$ cat src/hw/rtl/dpfm_ram.sv
// ----------------------------------------------------------------------------
// Generic RAM
// One write port and one read port with registered read data.
// ----------------------------------------------------------------------------
`default_nettype none

module dpfm_ram #(
  parameter int unsigned WIDTH = 32,
  parameter int unsigned DEPTH = 64
) (
  input  wire logic                     clk_i,
  input  wire logic                     we_i,
  input  wire logic [$clog2(DEPTH)-1:0] waddr_i,
  input  wire logic [WIDTH-1:0]         wdata_i,
  input  wire logic [$clog2(DEPTH)-1:0] raddr_i,
  output      logic [WIDTH-1:0]         rdata_o
);

  logic [WIDTH-1:0] mem [DEPTH];

  always_ff @(posedge clk_i) begin
    if (we_i) begin
      mem[waddr_i] <= wdata_i;
    end
    rdata_o <= mem[raddr_i];
  end

endmodule

`default_nettype wire

$ cat config.mk
export PLATFORM = sky130hd
export DESIGN_NAME = dpfm_ram
export DESIGN_NICKNAME = d
export VERILOG_FILES = /design/src/hw/rtl/dpfm_ram.sv
export SDC_FILE = /design/constraint.sdc
export NUM_CORES = 2
export LEC_CHECK = 0
export BUFFER_PORTS_ARGS = -buffer_cell sky130_fd_sc_hd__buf_2
export CORE_AREA = 2 2 421 423
export CTS_CLUSTER_DIAMETER = 120
export DETAILED_ROUTE_END_ITERATION = 12
export DIE_AREA = 0 0 423 425
export PLACE_DENSITY = 0.73
export SLEW_MARGIN = 10
export SYNTH_ARGS = -nofsm -noshare
export SYNTH_HDL_FRONTEND = slang
export SYNTH_SLANG_ARGS = --single-unit
$ cat constraint.sdc
create_clock -name clk_i -period 3.6 [get_ports clk_i]
set_input_delay 0.36 -clock clk_i [delete_from_list [all_inputs] [get_ports clk_i]]
set_output_delay 0.36 -clock clk_i [all_outputs]
set_load 0.01 [all_outputs]
=== Yosys cells after proc, flatten, opt, wreduce, memory -nomap -nowiden ===
Memory sizes are Yosys's and may differ from the RTL's. A register that Yosys moved wholly into a read port is not among the register bits.
Index checks and enable logic that the tools add are counted.

* Divide/modulo/power cells: 0
* Add/sub/neg operators: 0
* Muxes and demuxes: 2
* Multipliers: 0
* Magnitude comparators: 0
* Shift operators: 0
* Bitwise gates (word level): 0
* Equality and inequality tests: 0
* Reduce and logical (&&, ||, !) cells: 0

{| class="wikitable"
|+ Operators with widths
! operator !! count
|-
| $mux W1 || 2
|}

* Latch bits: 0
* Input port bits: 46
* Memories: 1
* Register bits after elaboration: 0
* ROM bits: 0
* Word-level logic and storage cells: 3
* RAM bits: 2048
* Output and inout bits: 32

{| class="wikitable"
|+ Memories
! name !! depth !! bits a word !! rd ports !! clocked after memory_dff !! write ports !! line !! RTL
|-
| mem || 64 || 32 || 1 || 1 || 1 || 19 || <nowiki>logic [WIDTH-1:0] mem [DEPTH];</nowiki>
|}

=== Logic depth before layout (Yosys ltp) ===
* Depth after elaboration: 2
* Depth in mapped cells: 10
* Depth with buffers taken out: 5

=== Least setup slack after synthesis ===
No wires, ideal clock.

* Kind: input-to-reg
* From: input port waddr_i[3]
* To: memory mem[48][0] (enable)
* Arrival time: 3059 ps
* Setup time: 461 ps
* Setup slack: 80 ps
* Stages on the path: 4
* Required time: 3139 ps
* Cell sequence: clkbuf_1 nor2b_1 nand4b_1 nor3_1

{| class="wikitable"
|+ RTL lines
! element !! line !! RTL
|-
| start: declaration || 13 || <nowiki>input wire logic [$clog2(DEPTH)-1:0] waddr_i,</nowiki>
|-
| end: declaration || 19 ||
|}

No word-level cell before the write port.

==> summary.md <==
| Metric | Value |
|---|---|
| Worst Path Required | `4.29 ns` |
| Max-slew violation count | `0` |
| Clock Pin Slew Worst Setup and Hold Paths | `0.06 ns` |
| Post-CTS sizing | `0` |
| Critical path peak fanout | `22` |
| Synth warnings | `0` |
| Die ar. | `180000 µm²` |
| Pwr dens | `555 nW/µm²` |
| VDD IR max | `498 µV` |
| Postcts setup bufs | `0` |
| CTS Buffer Depth | `3` |
| Status | `finished, final reports clean` |
| First drt pass iteration count | `6` |
| Post-synth top area cell | `edfxtp_1` |
| Sw frac | `21.1%` |
| Hold Violations, Final | `0` |
| Flops & latches, synth | `2080` |
| Fmax achieved | `392 MHz` |
| Cell row count | `154` |
| Global route overflow | `0` |
| Grt peak-use layer | `met2` |
| Top_reg_cell synth | `edfxtp_1` |
| Nets | `3663` |
| First-pass GRT wire length | `281000 µm` |
| Drt via density | `6.19` |
| Vias | `37900` |
| Hold WC Path Type | `input pin to flip-flop` |
| Core area | `175000 µm²` |
| Routed WL | `199000 µm` |
| Most instantiated cells after synthesis | `edfxtp_1, mux4_2, nor2_1` |
| Clock power share | `41.1%` |
| Final core utilization | `51.4%` |
| Area contributors post-synth | `edfxtp_1, mux4_2, mux2i_1` |
| Combinational group share of total power | `5.0%` |
| Hold_sp | `wdata_i[0]` |
| Final TNS setup | `0 ns` |
| Clock Latency Late Sink | `0.85 ns` |
| Syn_area_per_cell | `23.6 µm²` |
| Endpoints failing setup | `0` |
| Seq/Total Area, Yosys | `79.1%` |
| Hold endpoint | `mem[61][0]$_DFFE_PP_` |
| Syn nets | `3370` |
| Area Overhead vs Synth | `14.8%` |
| Final worst path period share | `70.8%` |
| Initial antenna violation count | `21` |
| Sequential fraction of design power | `53.9%` |
| GRT met1 Usage | `29.4%` |
| Detail Placement HPWL | `111000 µm` |
| CP Launch Type | `input pin` |
| GRT met3 Usage | `4.29%` |
| Total GRT Usage | `22.1%` |
| IO Pins | `78` |
| Largest net degree at the start of global routing | `65` |
| Crit. End Element | `flip-flop` |
| Hold Buf Count CTS | `0` |
| Max_cap viols | `0` |
| Reg2reg path depth | `5` |
| Worst Clk Skew | `0.0574 ns` |
| Reg2Reg Setup Slack | `1.07 ns` |
| Root Driver | `clkbuf_16` |
| CTS Buf Count | `194` |
| Die Ht | `425 µm` |
| Htree depth | `4` |
| Initial detailed-routing violation count | `5502` |
| Max-Slew Margin vs Limit | `16.5%` |
| Sequential Area | `62100 µm²` |
| Drt wl/cell | `32.4 µm` |
| Vias in the first global route | `38100` |
| Multi-input logic area | `16000 µm²` |
| DIE WIDTH | `423 µm` |
| Reg2Reg Capture Point | `rdata_o[18]$_DFF_P_` |
| DRC viols | `0` |
| Post-Syn Area | `78500 µm²` |
| Worst path arrival time | `3.24 ns` |
| Met2 Resource Use GR | `36.3%` |
| Crit Path Class | `input pin to flip-flop` |
| Netlist cell types | `34` |
| Starting Density | `44.8%` |
| Min cycle time layout | `2.55 ns` |
| Internal cell power | `39.5 mW` |
| TritonCTS clock tree | `yes` |
| Yosys top cell area share | `78.3%` |
| RSZ-0062 raised after global routing | `false` |
| Most common cell in the netlist | `edfxtp_1` |
| Hold-critical path depth | `1` |
| # fillers | `13200` |
| Async set-or-reset flop fraction in the synthesized netlist | `0%` |
| Antenna Nets Post-Route | `0` |
| Clk sinks | `2080` |
| Port bufs | `77` |
| Worst r2r src | `mem[55][18]$_DFFE_PP_` |
| Slew @ Worst Pin | `1.25 ns` |
| EDFF count, synth | `2048` |
| Lkg Pwr | `28.0 nW` |
| Mapped Cells | `3324` |
| Share of layout cells above drive strength 1 | `31.1%` |
| Global placer's final weighted congestion | `0.815` |
| Switching pwr | `10.5 mW` |
==> metrics by stage <==
stage | power, mW | hold slack, ns | worst slack (ns) | area [µm²] | std cells
after floorplan | 28.7 | 0.459 | 0.0802 | 78500 | 3324
after global placement | 29.9 | 0.732 | 0.101 | 83600 | 5761
after detailed placement | 30.0 | 0.736 | 0.178 | 83600 | 5761
after CTS | 50.2 | 0.0314 | 1.02 | 90100 | 6126
after global routing | 51.2 | 0.0810 | 0.923 | 90100 | 6130
final | 50.0 | 0.0858 | 1.05 | 90100 | 6132
==> layout make-up <==
| class | count | share of cell area (%) |
|---|---|---|
| clock buffers | 268 | 5.98 |
| flip-flops and latches | 2080 | 69.0 |
| multi-input cells | 1062 | 17.7 |
| clock inverters | 97 | 1.19 |
| repair buffers | 279 | 2.87 |
| diodes | 6 | 0.0167 |
| well taps | 2340 | 3.25 |
==> placed cells by master, fill, tap and decap left out, drive strengths merged <==
master,n
a22oi,12
nand2,26
and2,2
diode,6
and3,4
or3,3
clkbuf,268
a311oi,8
inv,8
nand3,5
nand3b,5
or2,3
o32ai,4
a31oi,1
a21oi,62
o22ai,84
mux4,544
or3b,5
nor3,7
nand2b,8
edfxtp,2048
a41o,4
buf,279
nor2,137
nand4b,1
nand4,2
dfxtp,32
nor2b,15
clkinv,68
o221ai,27
mux2i,93
bufinv,16
clkinvlp,5
==> power by group through the flow <==
stage,Clock [mW],Sequential (mW),Combinational (mW)
2_1_floorplan,0,27.4,1.30
4_1_cts,20.8,26.9,2.50
3_5_place_dp,0,27.5,2.49
5_1_grt,21.7,26.9,2.61
6_report,20.6,26.9,2.49
3_3_place_gp,0,27.5,2.44
==> state kept, by name, indices dropped and copies added (netlist names) <==
signal   cells
mem       2048
rdata_o     32
==> critical path, cell delays in order <==
cell and delay (ns):
buf_8 0.22, buf_12 0.27, buf_12 0.25, mux4_2 0.52, mux2i_1 0.54, nand3b_1 0.34, a31oi_1 0.56, nor2_1 0.10
==> how the worst max path moves through the flow <==
| stage | start | to |
|---|---|---|
| after floorplan | waddr_i[3] | mem[48][0]$_DFFE_PP_ |
| after global placement | raddr_i[0] | rdata_o[18]$_DFF_P_ |
| after detailed placement | raddr_i[0] | rdata_o[18]$_DFF_P_ |
| after CTS | mem[55][18]$_DFFE_PP_ | rdata_o[18]$_DFF_P_ |
| after global routing | raddr_i[0] | rdata_o[18]$_DFF_P_ |
| final | raddr_i[0] | rdata_o[18]$_DFF_P_ |
==> per-layer routing <==
metal / share of wire, % / vias to the layer above
met2: 49 / 2487
met5: 0.056 / -
met3: 11 / 409
met4: 3.9 / 10
met1: 36 / 20200
li1: - / 14900
==> cell families after synthesis <==
kind of cell | count (synthesis) | synth area share (%)
mux | 637 | 16.8
flops | 2080 | 79.1
compound gates | 202 | 1.67
buf+inv | 182 | 1.13
simple gates | 223 | 1.27
(Power assumes the default switching activity.)
